### src/ihexd_pkg.sv
// Shared types, character codes and helpers for the hex record decoder.
package ihexd_pkg;

	localparam logic [7:0] CH_CR    = 8'h0D;
	localparam logic [7:0] CH_LF    = 8'h0A;
	localparam logic [7:0] CH_COLON = 8'h3A;
	localparam logic [7:0] CH_0     = 8'h30;
	localparam logic [7:0] CH_9     = 8'h39;
	localparam logic [7:0] CH_A     = 8'h41;
	localparam logic [7:0] CH_F     = 8'h46;

	// fixed part of a record after the colon: length, address, type, checksum digits
	localparam logic [9:0] REC_OVERHEAD = 10'd10;

	localparam logic [1:0] PH_FIRST = 2'd0;
	localparam logic [1:0] PH_LINE  = 2'd1;
	localparam logic [1:0] PH_GAP   = 2'd2;

	typedef struct packed {
		logic [1:0] phase;
		logic [9:0] line_offset;
		logic [7:0] record_length;
		logic [3:0] high_nibble;
		logic       error_seen;
	} state_t;

	typedef struct packed {
		logic       byte_valid;
		logic [7:0] data_byte;
		logic       error;
		logic       done_res;
	} result_t;

	localparam state_t STATE_RESET = '{
		phase:         PH_FIRST,
		line_offset:   10'd0,
		record_length: 8'd0,
		high_nibble:   4'd0,
		error_seen:    1'b0
	};

	// uppercase hex digit: bit 4 = valid, bits 3:0 = value
	function automatic logic [4:0] hex_digit(input logic [7:0] c);
		logic [7:0] d;
		begin
			d = 8'd0;
			if (c >= CH_A && c <= CH_F) begin
				d = c - CH_A + 8'd10;
				hex_digit = {1'b1, d[3:0]};
			end else if (c >= CH_0 && c <= CH_9) begin
				d = c - CH_0;
				hex_digit = {1'b1, d[3:0]};
			end else begin
				hex_digit = 5'd0;
			end
		end
	endfunction

	// characters expected after the colon for a given record length
	function automatic logic [9:0] line_limit(input logic [7:0] len);
		line_limit = {1'b0, len, 1'b0} + REC_OVERHEAD;
	endfunction

endpackage

### src/ihexd_step.sv
// Next-state and result logic for one character.
module ihexd_step (
	input  ihexd_pkg::state_t  cur,
	input  logic [7:0]         char_code,
	input  logic               last,
	output ihexd_pkg::state_t  nxt,
	output ihexd_pkg::result_t res,
	output logic               emit
);

	logic       eol;
	logic       colon;
	logic [4:0] dig;
	logic       ok;
	logic [9:0] limit_cur;
	logic [9:0] limit_nxt;
	logic [9:0] n;
	logic [9:0] data_end;
	logic       got;
	logic [7:0] byte_val;
	logic       err_now;

	assign eol       = (char_code == ihexd_pkg::CH_CR) || (char_code == ihexd_pkg::CH_LF);
	assign colon     = (char_code == ihexd_pkg::CH_COLON);
	assign dig       = ihexd_pkg::hex_digit(char_code);
	assign ok        = dig[4];
	assign limit_cur = ihexd_pkg::line_limit(cur.record_length);
	assign n         = cur.line_offset + 10'd1;
	assign data_end  = limit_cur - 10'd2;

	always_comb begin
		ihexd_pkg::state_t s;
		s        = cur;
		got      = 1'b0;
		byte_val = 8'd0;
		if (!cur.error_seen) begin
			if (cur.phase == ihexd_pkg::PH_LINE) begin
				if (eol) begin
					if (cur.line_offset != limit_cur)
						s.error_seen = 1'b1;
					s.phase = ihexd_pkg::PH_GAP;
				end else if (n > limit_cur) begin
					s.error_seen = 1'b1;
				end else begin
					s.line_offset = n;
					if (n == 10'd1) begin
						if (ok)
							s.high_nibble = dig[3:0];
						else
							s.error_seen = 1'b1;
					end else if (n == 10'd2) begin
						if (ok)
							s.record_length = {cur.high_nibble, dig[3:0]};
						else
							s.error_seen = 1'b1;
					end else if (n >= 10'd9 && n <= data_end) begin
						if (!ok) begin
							s.error_seen = 1'b1;
						end else if (n[0]) begin
							s.high_nibble = dig[3:0];
						end else begin
							got      = 1'b1;
							byte_val = {cur.high_nibble, dig[3:0]};
						end
					end
				end
			end else if (cur.phase == ihexd_pkg::PH_GAP && eol) begin
				s = cur;
			end else if (colon) begin
				s.phase         = ihexd_pkg::PH_LINE;
				s.line_offset   = 10'd0;
				s.record_length = 8'd0;
				s.high_nibble   = 4'd0;
			end else begin
				// bad line start, or line break before the first line
				s.error_seen = 1'b1;
			end
		end
		// stream ends inside a line that is short
		if (last && !s.error_seen && s.phase == ihexd_pkg::PH_LINE
			&& s.line_offset != limit_nxt)
			s.error_seen = 1'b1;
		err_now = s.error_seen;
		nxt     = last ? ihexd_pkg::STATE_RESET : s;
	end

	assign limit_nxt = ihexd_pkg::line_limit(
		(!cur.error_seen && cur.phase == ihexd_pkg::PH_LINE && !eol && n == 10'd2 && ok)
		? {cur.high_nibble, dig[3:0]} : cur.record_length);

	assign res.byte_valid = got && !err_now;
	assign res.data_byte  = (got && !err_now) ? byte_val : 8'd0;
	assign res.error      = err_now;
	assign res.done_res   = last;
	assign emit = (got && !err_now) || (err_now && !cur.error_seen) || last;

endmodule

### src/ihexd_out_reg.sv
// Result register with valid/ready handshake toward the receiver.
module ihexd_out_reg (
	input  logic               clk,
	input  logic               arst_n,
	input  logic               load,
	input  ihexd_pkg::result_t res_in,
	output logic               space,
	output logic               out_valid,
	input  logic               out_ready,
	output ihexd_pkg::result_t res_out
);

	logic               valid_q;
	ihexd_pkg::result_t res_q;

	// room for a new result when empty or when the held one leaves this cycle
	assign space = !valid_q || out_ready;

	always_ff @(posedge clk or negedge arst_n) begin
		if (!arst_n) begin
			valid_q <= 1'b0;
		end else if (space) begin
			valid_q <= load;
		end
	end

	always_ff @(posedge clk) begin
		if (space && load) begin
			res_q <= res_in;
		end
	end

	assign out_valid = valid_q;
	assign res_out   = res_q;

endmodule

### src/intel_hex_record_decoder_top.sv
// Top level of the hex record decoder: state register, step logic, result register.
//
// Usage:
//   Input channel (in_valid/in_ready, char_code, last) takes one character of
//   hex text per transfer. last marks the final character of a stream and also
//   closes the current line.
//   Output channel (out_valid/out_ready) carries byte_valid, data_byte, error
//   and done_res. A result is produced for every decoded data byte, for the
//   character that first raises the error flag, and for the last character.
//   Other characters are consumed without a result.
// Output: a result is registered and appears in the cycle after the character's
//   transfer. Throughput: one character per cycle while the receiver keeps up;
//   the decode state update is a single short combinational pass.
// Stall: the result register holds while out_ready is low; in_ready drops only
//   while a result is held and out_ready is low, so a character is taken in the
//   same cycle as the held result leaves.
// Reset: arst_n clears the decode state to "before first line" and empties the
//   result register. After the result for last, the state returns to its reset
//   values and the next character starts a new stream.
// error is sticky within a stream; once set, all bytes of that stream are void.
module intel_hex_record_decoder_top (
	input  logic       clk,
	input  logic       arst_n,
	input  logic       in_valid,
	output logic       in_ready,
	input  logic [7:0] char_code,
	input  logic       last,
	output logic       out_valid,
	input  logic       out_ready,
	output logic       byte_valid,
	output logic [7:0] data_byte,
	output logic       error,
	output logic       done_res
);

	ihexd_pkg::state_t  state_q;
	ihexd_pkg::state_t  state_nxt;
	ihexd_pkg::result_t step_res;
	ihexd_pkg::result_t out_res;
	logic               step_emit;
	logic               space;
	logic               in_xfer;

	assign in_ready = space;
	assign in_xfer  = in_valid && in_ready;

	// decode state advances on every input transfer
	always_ff @(posedge clk or negedge arst_n) begin
		if (!arst_n) begin
			state_q <= ihexd_pkg::STATE_RESET;
		end else if (in_xfer) begin
			state_q <= state_nxt;
		end
	end

	ihexd_step u_step (
		.cur       (state_q),
		.char_code (char_code),
		.last      (last),
		.nxt       (state_nxt),
		.res       (step_res),
		.emit      (step_emit)
	);

	ihexd_out_reg u_out (
		.clk       (clk),
		.arst_n    (arst_n),
		.load      (in_xfer && step_emit),
		.res_in    (step_res),
		.space     (space),
		.out_valid (out_valid),
		.out_ready (out_ready),
		.res_out   (out_res)
	);

	assign byte_valid = out_res.byte_valid;
	assign data_byte  = out_res.data_byte;
	assign error      = out_res.error;
	assign done_res   = out_res.done_res;

endmodule

### config.mk
export PLATFORM = sky130hd
export DESIGN_NAME = intel_hex_record_decoder_top
export DESIGN_NICKNAME = d
export VERILOG_FILES = /design/src/ihexd_pkg.sv /design/src/ihexd_step.sv /design/src/ihexd_out_reg.sv /design/src/intel_hex_record_decoder_top.sv
export SDC_FILE = /design/constraint.sdc
export NUM_CORES = 1
export LEC_CHECK = 0
export ABC_AREA = 1
export BUFFER_PORTS_ARGS = -buffer_cell sky130_fd_sc_hd__buf_2
export CORE_MARGIN = 2
export CORE_UTILIZATION = 60
export CTS_CLUSTER_DIAMETER = 100
export DETAILED_ROUTE_END_ITERATION = 10
export PLACE_DENSITY = 0.79
export SLEW_MARGIN = 20
export SYNTH_ARGS = -nofsm -noshare
export SYNTH_HDL_FRONTEND = slang
export SYNTH_SLANG_ARGS = --single-unit
### constraint.sdc
create_clock -name clk -period 5.6 [get_ports clk]
set_clock_uncertainty 0.15 [all_clocks]
set_input_delay 0.84 -clock clk [delete_from_list [all_inputs] [get_ports clk]]
set_output_delay 0.84 -clock clk [all_outputs]
set_load 0.02 [all_outputs]
==> reports/metrics.yaml, run 1 <==
slew_violations: 0
setup.worst_path.end: "u_out.res_out[6]"
cts_resized: 0
cts-root-buf: "clkbuf_8"
synth-xor-area-share_pct: 3.797
finalHoldViolCount: 0
grt_pass1_vias: 3806
arrival_ns: 4.83
cts_made_buffers: 5
synth_top_family_by_area: "simple AND/OR/NAND/NOR gates"
final.setup.tns_ns: 0
io_pins: 26
highest_layer: "met4"
synth_edf_count: 11
wirelength_um: 11060
synthSimpleGateAreaFrac_pct: 39.19
overflow: 0
slew_headroom_pct: 33.83
crit_required_ns: 5.41
post-route-period-util_pct: 89.73
wl_met2_um: 5094
setup_viol: 0
synth_cells: 605
clk_latency_ns: 0.30
grt_pass1_wl_um: 18470
antenna_cells: 0
rows: 29
ant_nets: 0
antenna_found_initial: 0
ir_drop_uv: 198.7
r2r-start: "state_q[5]"
drive_gt1_share_pct: 12.20
leakage_nw: 2.025
place_congestion: 0.9736
cp-end-kind: "flop"
wl_per_cell_um: 15.80
power_density_nw_per_um2: 296.4
path_cells: "ha_1 > o21ai_0 > nor3_1 > xor2_1 > inv_1 > ha_1 > a21oi_1 > nor2_1 > a211oi_1 > nand2_1 > nand2_1 > nand2_1 > nand2_1 > nand3_1 > a21boi_1 > nand3_1 > nand2_1 > nor2_1 > nand4_1 > nand2_2 > nand3_1 > nand2_1 > inv_1"
rsz0062_at_grt: "no"
synth_fa_ha_area_share_pct: 8.366
clockBufferDepth: 2
cts_hold_buf: 0
cap_violations: 0
synth-warning-count: 0
status: "finished, final reports clean"
reg2reg_depth: 23
start_util_pct: 61.59
syn_to_final_growth_pct: 7.593
fin_crit_ns: 5.025
die_x_um: 84.51
crit_start: "state_q[5]"
coreArea_um2: 6314
synthMuxAreaShare_pct: 0
syn_area_per_cell_um2: 6.428
holdCritPathClass: "reg -> reg"
cp.buffers_inverters: 2
timing.critical_path.mode_cell: "nand2_1"
drc: 0
synth.ff_latch_count: 37
critical_path_depth: 23
rrSetupSlack_ns: 0.58
r2r_end: "u_out.res_out[6]"
wl_met1_um: 4697
grt_use_total_pct: 32.35
clk_pin_slew_worst_paths_ns: 0.08
worst_slew_pin_slew_ns: 0.9771
syn_area_um2: 3889
cts_tree: "built"
fmax_mhz: 199.0
instances_no_fill: 700
h-tree-depth: 2
synth_compound_area_share_pct: 11.94
start_kind: "flop"
synthArstFlopShare_pct: 70.27
critPathSlowestCell: "dfrtp_1"
cp_top_family: "simple AND/OR/NAND/NOR gates"
cts_sinks: 37
crit_fanout: 13
criticalPathCategory: "reg -> reg"
layout.nets: 661
port_buffers: 25
postCtsSetupRepairBufs: 0
hpwl_um: 8572
fp.dieH_um: 84.51
synth_cell_types: 43
routed_via_density: 5.709
synth-seq-area-share_pct: 25.23
critPathMaxStageDelay_ns: 0.52
die_area_um2: 7141
synth-main-ff-cell: "dfrtp_1"
drt-pass1-iter-count: 5
grt_max_degree: 27
synth_nets: 644
drt_iter0_markers: 347
vias: 3996
place_inst: 692
wl_met3_um: 834
==> worst min-delay path by stage <==
stage,from,endpoint,cells after the start
after floorplan,state_q[4],state_q[4],2
after global placement,u_out.out_valid,u_out.out_valid,2
after detailed placement,state_q[2],state_q[2],2
after CTS,state_q[3],state_q[3],2
after global routing,state_q[3],state_q[3],2
final,state_q[23],state_q[23],2
==> per-stage QoR <==
| step | worst slack (ns) | power, W | utilization [%] | hold slack, ns | cell area [µm²] |
|---|---|---|---|---|---|
| 6_report | 0.5753 | 0.001240 | 66.27 | 0.4214 | 4184 |
| 5_1_grt | 0.07781 | 0.001326 | 66.27 | 0.4448 | 4184 |
| 4_1_cts | 0.6309 | 0.001228 | 66.27 | 0.4113 | 4184 |
| 3_5_place_dp | 0.6554 | 0.0009381 | 64.09 | 0.3976 | 4046 |
| 3_3_place_gp | 0.8568 | 0.0009270 | 64.09 | 0.3554 | 4046 |
| 2_1_floorplan | 1.535 | 0.0008021 | - | 0.3405 | 3889 |
==> metal layers <==
metal,up-vias,GRT usage (%)
met2,172,53.40
met4,0,13.13
met3,32,5.703
met5,-,0
met1,1792,42.03
li1,2000,-
==> worst reg2reg max path, stage by stage (launching register included) <==
cell and delay [ns]:
dfrtp_1 0.52, ha_1 0.26, o21ai_0 0.14, nor3_1 0.26, xor2_1 0.37, inv_1 0.13
ha_1 0.31, a21oi_1 0.14, nor2_1 0.06, a211oi_1 0.18, nand2_1 0.10, nand2_1 0.25
nand2_1 0.35, nand2_1 0.14, nand3_1 0.08, a21boi_1 0.32, nand3_1 0.11, nand2_1 0.09
nor2_1 0.04, nand4_1 0.11, nand2_2 0.10, nand3_1 0.09, nand2_1 0.06, inv_1 0.34
==> sequential cells by signal, summed over array words and instances, names as in the netlist <==
signal / count
state_q: 25
u_out.out_valid: 1
u_out.res_out: 11
==> area by class of cell <==
cell class / instances / area (µm²)
Fill cell: 610 / 2130
Tap cell: 77 / 96.34
Clock inverter: 3 / 68.82
Clock buffer: 5 / 68.82
Multi-Input combinational cell: 456 / 2461
Inverter: 92 / 345.3
Sequential cell: 37 / 980.9
Timing Repair Buffer: 30 / 162.7
==> layout by cell type (no fill, tap or decap), drive strengths merged <==
cell      n
a31oi     2
nand3    72
xnor2     4
a22o      1
xor2     12
a21boi    3
nand4    14
ha       26
o21ai    36
buf      30
o21bai    1
bufinv    2
o211ai    1
o311ai    1
clkbuf    5
edfxtp   11
nand2   188
a211oi    3
o221ai    1
a21oi    21
inv      92
clkinv    1
nor2     47
o31ai     5
o22ai     5
dfrtp    26
nor4      4
nor3      9
==> cells by family (layout without fill, tap and decap cells) <==
| kind of cell | after synthesis | after routing |
|---|---|---|
| flip-flops | 37 | 37 |
| XOR/XNOR | 16 | 16 |
| AO/OA/AOI/OAI | 80 | 80 |
| adder cells (fa/ha/maj) | 26 | 26 |
| AND/OR/NAND/NOR | 334 | 334 |
| buffers and inverters | 112 | 130 |
==> synthesized netlist by cell type, types with 2 or more instances <==
cell      count  area (µm²)
buf_4         2       15.01
o22ai_1       5       31.28
ha_1         26       325.3
a21oi_1      21       105.1
inv_2         4       15.01
nand2_2      11       68.82
edfxtp_1     11       330.3
clkbuf_1      7       26.28
xor2_1       11       96.34
nor4_1        4       25.02
nand2_1     176       660.6
nand3_1      69       345.3
xnor2_1       4       35.03
a211oi_1      3       22.52
nor2_2       14       87.58
buf_2         8       40.04
o31ai_1       5       37.54
nand4_1      14       87.58
inv_1        87       326.6
o21ai_0      32       160.2
o21ai_1       4       20.02
dfrtp_1      26       650.6
nand3_2       2       20.02
a31oi_1       2       12.51
nor2_4        2       22.52
nor2_1       30       112.6
nor3_1        9       45.04
==> where the power goes <==
group | total [W] | leakage [nW] | switching [W] | internal (W)
clock network | 0.000291 | 0.0687 | 0.000111 | 0.000179
registers | 0.000369 | 0.461 | 0.0000628 | 0.000306
logic | 0.000580 | 1.49 | 0.000399 | 0.000181
total | 0.00124 | 2.03 | 0.000573 | 0.000667
Power figures use the tool's default switching activity.
==> inputs of run 2 (changes only) <==
--- a/config.mk
+++ b/config.mk
@@ -12,6 +12,7 @@
 export CTS_CLUSTER_DIAMETER = 100
 export DETAILED_ROUTE_END_ITERATION = 10
 export PLACE_DENSITY = 0.79
+export RECOVER_POWER = 100
 export SLEW_MARGIN = 20
 export SYNTH_ARGS = -nofsm -noshare
 export SYNTH_HDL_FRONTEND = slang
==> reports/metrics.yaml, run 2 (same netlist as run 1, synthesis figures left out) <==
grt_pass1_wl_um: 18470  # unchanged
grt_use_total_pct: 32.35  # unchanged
largest_register_ffs: 25  # unchanged
critPathSlowestCell: "dfrtp_1"  # unchanged
critPathMaxStageDelay_ns: 0.52  # about the same
h-tree-depth: 2  # unchanged
internal_power_w: 0.0006638  # was 0.0006672 W
path_cells: "ha_1 > o21ai_0 > nor3_1 > xor2_1 > inv_1 > ha_1 > a21oi_1 > nor2_1 > a211oi_1 > nand2_1 > nand2_1 > nand2_1 > nand2_1 > nand3_1 > a21boi_1 > nand3_1 > nand2_1 > nor2_1 > nand4_1 > nand2_2 > nand3_1 > nand2_1 > inv_1"  # unchanged
hpwl_um: 8572  # unchanged
final.setup.tns_ns: 0  # unchanged
cts_resized: 0  # unchanged
timing.critical_path.mode_cell: "nand2_1"  # unchanged
top_register: "state_q"  # unchanged
drive_gt1_share_pct: 9.470  # was 12.20%
drc: 0  # unchanged
criticalPathCategory: "reg -> reg"  # unchanged
post-route-period-util_pct: 90.00  # was 89.73%
start_util_pct: 61.59  # unchanged
design_area_um2: 4151  # was 4184 µm²
rsz0062_at_grt: "no"  # unchanged
antenna_cells: 0  # unchanged
slew_violations: 36  # was 0
p_clk_share_pct: 23.5  # was 23.4%
dpl_cell_area_um2: 4046  # unchanged
wirelength_um: 11070  # was 11060 µm
status: "finished, violations left"  # was finished, final reports clean
grt_pass1_vias: 3806  # unchanged
place_congestion: 0.9736  # unchanged
clockBufferDepth: 2  # unchanged
met2_usage_pct: 53.40  # unchanged
drt-pass1-iter-count: 5  # unchanged
port_buffers: 25  # unchanged
final_cell_mix: "nand2_1 (176), inv_1 (87), nand3_1 (70)"  # was nand2_1 (176), inv_1 (87), nand3_1 (69)
clk_latency_ns: 0.30  # about the same
overflow: 0  # unchanged
violations: "max-capacitance violations, max-slew violations"
cp-end-kind: "flop"  # unchanged
io_pins: 26  # unchanged
die_area_um2: 7141  # unchanged
ir_drop_uv: 199.5  # was 198.7 µV
vias: 3986  # was 3996
leakage_nw: 1.980  # was 2.025 nW
pre_cts_slack_ns: 0.6554  # unchanged
crit_required_ns: 5.41  # about the same
grtUsageMet3_pct: 5.703  # unchanged
arrival_ns: 4.85  # was 4.83 ns
cts-root-buf: "clkbuf_8"  # unchanged
cts_sinks: 37  # unchanged
power_density_nw_per_um2: 297.7  # was 296.4 nW/µm²
rows: 29  # unchanged
fp.dieH_um: 84.51  # unchanged
layout.nets: 661  # unchanged
worst_slew_pin_slew_ns: 1.668  # was 0.9771 ns
postCtsSetupRepairBufs: 0  # unchanged
p_seq_share_pct: 29.8  # about the same
switching_power_w: 0.0005721  # was 0.0005730 W
clk_pin_slew_worst_paths_ns: 0.08  # about the same
slew_headroom_pct: -11.18  # was 33.83%
syn_to_final_growth_pct: 6.757  # was 7.593%
routed_via_density: 5.694  # was 5.709
fmax_mhz: 198.4  # was 199.0 MHz
nFillCells: 624  # was 610
grt_util_met1_pct: 42.03  # unchanged
antenna_found_initial: 0  # unchanged
crit_fanout: 13  # unchanged
grt_max_degree: 27  # unchanged
cap_violations: 2  # was 0
fin_crit_ns: 5.040  # was 5.025 ns
ant_nets: 0  # unchanged
setup_viol: 0  # unchanged
cts_tree: "built"  # unchanged
swShare_pct: 46.29  # was 46.20%
final_common_cell: "nand2_1"  # unchanged
worst_slack_ns: 0.5598  # was 0.5753 ns
cts_hold_buf: 0  # unchanged
drt_iter0_markers: 331  # was 347
coreArea_um2: 6314  # unchanged
holdCritPathClass: "reg -> reg"  # unchanged
finalHoldViolCount: 0  # unchanged
wl_per_cell_um: 15.81  # was 15.80 µm
power_frac_comb_pct: 46.6  # was 46.8%
start_kind: "flop"  # unchanged
top_usage_layer: "met2"  # unchanged
cts_made_buffers: 5  # unchanged
die_x_um: 84.51  # unchanged
## run 2: path summary, 6_finish.rpt
kind	from	end	slack, ns	cells past startpoint
max	state_q[5]	u_out.res_out[6]	0.56	23
min	state_q[2]	state_q[2]	0.42	2
max reg2reg	state_q[5]	u_out.res_out[6]	0.56	23
min reg2reg	state_q[2]	state_q[2]	0.42	2
max in group asynchronous	arst_n	state_q[10]	3.53	1
min in group asynchronous	arst_n	state_q[16]	0.81	1
## run 2: metrics by stage
stage | power, W | util, % | hold WS (ns) | instances
floorplan | 0.0008021 | - | 0.3405 | 605
CTS | 0.001228 | 66.27 | 0.4113 | 700
global route | 0.001321 | 65.76 | 0.4448 | 700
global placement | 0.0009270 | 64.09 | 0.3554 | 692
finish | 0.001236 | 65.76 | 0.4166 | 700
detailed placement | 0.0009381 | 64.09 | 0.3976 | 692
## run 2: per-layer routing
layer	part of all wire (%)	vias up
met2	47	173
met1	43	1785
li1	-	1999
met4	3.6	0
met5	0	-
met3	7.1	29
## run 2: power groups by stage
stage	clock (W)	sequential, W	combinational (W)
floorplan	0	0.000338	0.000464
global placement	0	0.000370	0.000557
global route	0.000301	0.000373	0.000647
finish	0.000291	0.000368	0.000576
CTS	0.000292	0.000366	0.000570
detailed placement	0	0.000371	0.000567
## run 2: final cells by class
type                    count  area (µm²)  share of cell area [%]
multi-input cells         456        2449                   58.98
repair buffers             30       142.6                   3.436
clock inverters             3       68.82                   1.658
flip-flops and latches     37       980.9                   23.63
well taps                  77       96.34                   2.321
clock buffers               5       68.82                   1.658
inverters                  92       345.3                   8.318
## run 2: critical path, delay by kind of cell (launching register included)
kind	cells	cell delay [ns]
simple gates	14	1.82
flops	1	0.52
compound gates	4	0.81
buf+inv	2	0.47
fa+ha+maj	2	0.57
xor+xnor	1	0.36
==> inputs of run 3 (changes only) <==
--- a/config.mk
+++ b/config.mk
@@ -8,10 +8,9 @@
 export ABC_AREA = 1
 export BUFFER_PORTS_ARGS = -buffer_cell sky130_fd_sc_hd__buf_2
 export CORE_MARGIN = 2
-export CORE_UTILIZATION = 60
+export CORE_UTILIZATION = 40
 export CTS_CLUSTER_DIAMETER = 100
 export DETAILED_ROUTE_END_ITERATION = 10
-export PLACE_DENSITY = 0.79
 export RECOVER_POWER = 100
 export SLEW_MARGIN = 20
 export SYNTH_ARGS = -nofsm -noshare
==> reports/metrics.yaml, run 3 (same netlist as run 1, synthesis figures left out) <==
ir_drop_uv: 151.2  # was 199.5 µV
routed_via_density: 5.345  # was 5.694
cts-root-buf: "clkbuf_8"  # unchanged
criticalPathCategory: "reg -> reg"  # unchanged
clockBufferDepth: 2  # unchanged
p_clk_share_pct: 20.3  # was 23.5%
cp-end-kind: "flop"  # unchanged
hpwl_um: 8949  # was 8572 µm
io_pins: 26  # unchanged
leakage_nw: 1.958  # was 1.980 nW
worst_slack_ns: 0.5756  # was 0.5598 ns
postCtsSetupRepairBufs: 0  # unchanged
fin_crit_ns: 5.024  # was 5.040 ns
coreArea_um2: 9328  # was 6314 µm²
multiInputGateArea_um2: 2451  # was 2449 µm²
internal_power_w: 0.0006162  # was 0.0006638 W
vias: 4009  # was 3986
power_density_nw_per_um2: 283.2  # was 297.7 nW/µm²
largest_register_ffs: 25  # unchanged
grt_pass1_wl_um: 18710  # was 18470 µm
overflow: 0  # unchanged
drt_iter0_markers: 451  # was 331
cts_made_buffers: 5  # unchanged
swShare_pct: 47.91  # was 46.29%
h-tree-depth: 2  # unchanged
die_area_um2: 10530  # was 7141 µm²
cts_resized: 0  # unchanged
clk_latency_ns: 0.29  # was 0.30 ns
switching_power_w: 0.0005668  # was 0.0005721 W
grt_use_total_pct: 23.08  # was 32.35%
nFillCells: 1008  # was 624
grt_max_degree: 27  # unchanged
slew_violations: 27  # was 36
cap_violations: 1  # was 2
cts_tree: "built"  # unchanged
ant_nets: 0  # unchanged
start_kind: "flop"  # unchanged
finalHoldViolCount: 0  # unchanged
fmax_mhz: 199.0  # was 198.4 MHz
clk_pin_slew_worst_paths_ns: 0.08  # about the same
seq_area_um2: 980.9  # unchanged
antenna_cells: 0  # unchanged
cts_sinks: 37  # unchanged
layout.nets: 659  # was 661
worst_slew_pin_slew_ns: 1.623  # was 1.668 ns
final.setup.tns_ns: 0  # unchanged
status: "finished, violations left"  # unchanged
port_buffers: 25  # unchanged
wirelength_um: 11430  # was 11070 µm
fp.dieH_um: 102.6  # was 84.51 µm
rows: 35  # was 29
setup_viol: 0  # unchanged
crit_required_ns: 5.40  # was 5.41 ns
p_seq_share_pct: 30.9  # was 29.8%
violations: "max-capacitance violations, max-slew violations"  # unchanged
arrival_ns: 4.82  # was 4.85 ns
slew_headroom_pct: -8.172  # was -11.18%
final_cell_mix: "nand2_1 (175), inv_1 (87), nand3_1 (70)"  # was nand2_1 (176), inv_1 (87), nand3_1 (70)
drt-pass1-iter-count: 5  # unchanged
syn_to_final_growth_pct: 7.433  # was 6.757%
power_frac_comb_pct: 48.8  # was 46.6%
grt_pass1_vias: 3653  # was 3806
die_x_um: 102.6  # was 84.51 µm
wl_per_cell_um: 15.24  # was 15.81 µm
final_util_pct: 44.79  # was 65.76%
holdCritPathClass: "reg -> reg"  # unchanged
drive_gt1_share_pct: 9.179  # was 9.470%
start_util_pct: 41.69  # was 61.59%
drc: 0  # unchanged
antenna_found_initial: 0  # unchanged
place_congestion: 0.9325  # was 0.9736
cts_hold_buf: 0  # unchanged
crit_fanout: 13  # unchanged
pre_cts_slack_ns: 0.5324  # was 0.6554 ns
top_register: "state_q"  # unchanged
rsz0062_at_grt: "no"  # unchanged
post-route-period-util_pct: 89.72  # was 90.00%
final_common_cell: "nand2_1"  # unchanged
-- run 3: worst paths after layout --
check                                 from          endpoint  slack, ns  depth (start not counted)
min reg2reg                u_out.out_valid   u_out.out_valid       0.38                          2
max                             state_q[5]  u_out.res_out[9]       0.58                         23
max reg2reg                     state_q[5]  u_out.res_out[9]       0.58                         23
min                        u_out.out_valid   u_out.out_valid       0.38                          2
min in group asynchronous           arst_n        state_q[4]       0.80                          1
max in group asynchronous           arst_n       state_q[15]       3.56                          1
-- run 3: layout make-up --
| cell class | count | share of cell area, % |
|---|---|---|
| Sequential cell | 37 | 23.48 |
| Tap cell | 129 | 3.863 |
| Multi-Input combinational cell | 456 | 58.67 |
| Clock buffer | 6 | 1.737 |
| Timing Repair Buffer | 28 | 3.055 |
| Clock inverter | 2 | 0.9284 |
| Inverter | 92 | 8.266 |
-- run 3: worst max-delay path, stage by stage, from the launching register on --
cell and delay (ns):
dfrtp_1 0.54, ha_1 0.26, o21ai_0 0.15, nor3_1 0.26
xor2_1 0.39, inv_1 0.16, ha_1 0.32, a21oi_1 0.13
nor2_1 0.06, a211oi_1 0.20, nand2_1 0.14, nand2_1 0.28
nand2_2 0.26, nand2_1 0.12, nand3_1 0.07, nand2_1 0.09
o21ai_0 0.13, o21ai_0 0.19, nor2_1 0.06, nand4_1 0.13
nand2_2 0.08, nand3_1 0.08, nand2_1 0.07, inv_1 0.35
-- run 3: metrics by stage --
stage           power, W  instance area, µm²  std cells  hold slack [ns]
2_1_floorplan  0.0008021                3889        605           0.3405
3_3_place_gp   0.0009339                4096        742           0.3771
3_5_place_dp   0.0009366                4096        742           0.3594
4_1_cts         0.001180                4208        750           0.3866
5_1_grt         0.001287                4178        750           0.4558
6_report        0.001183                4178        750           0.3820
-- run 3: power by group through the flow --
stage	combinational [W]	sequential (W)	clock, W
after floorplan	0.000464	0.000338	0
after global placement	0.000565	0.000369	0
after detailed placement	0.000568	0.000369	0
after CTS	0.000572	0.000363	0.000245
after global routing	0.000658	0.000371	0.000258
final	0.000577	0.000366	0.000240
-- run 3: layer usage --
layer,track usage [%],routed length (µm)
met3,2.847,640
met1,32.97,5354
met2,36.15,5092
met4,7.795,340
met5,0,0
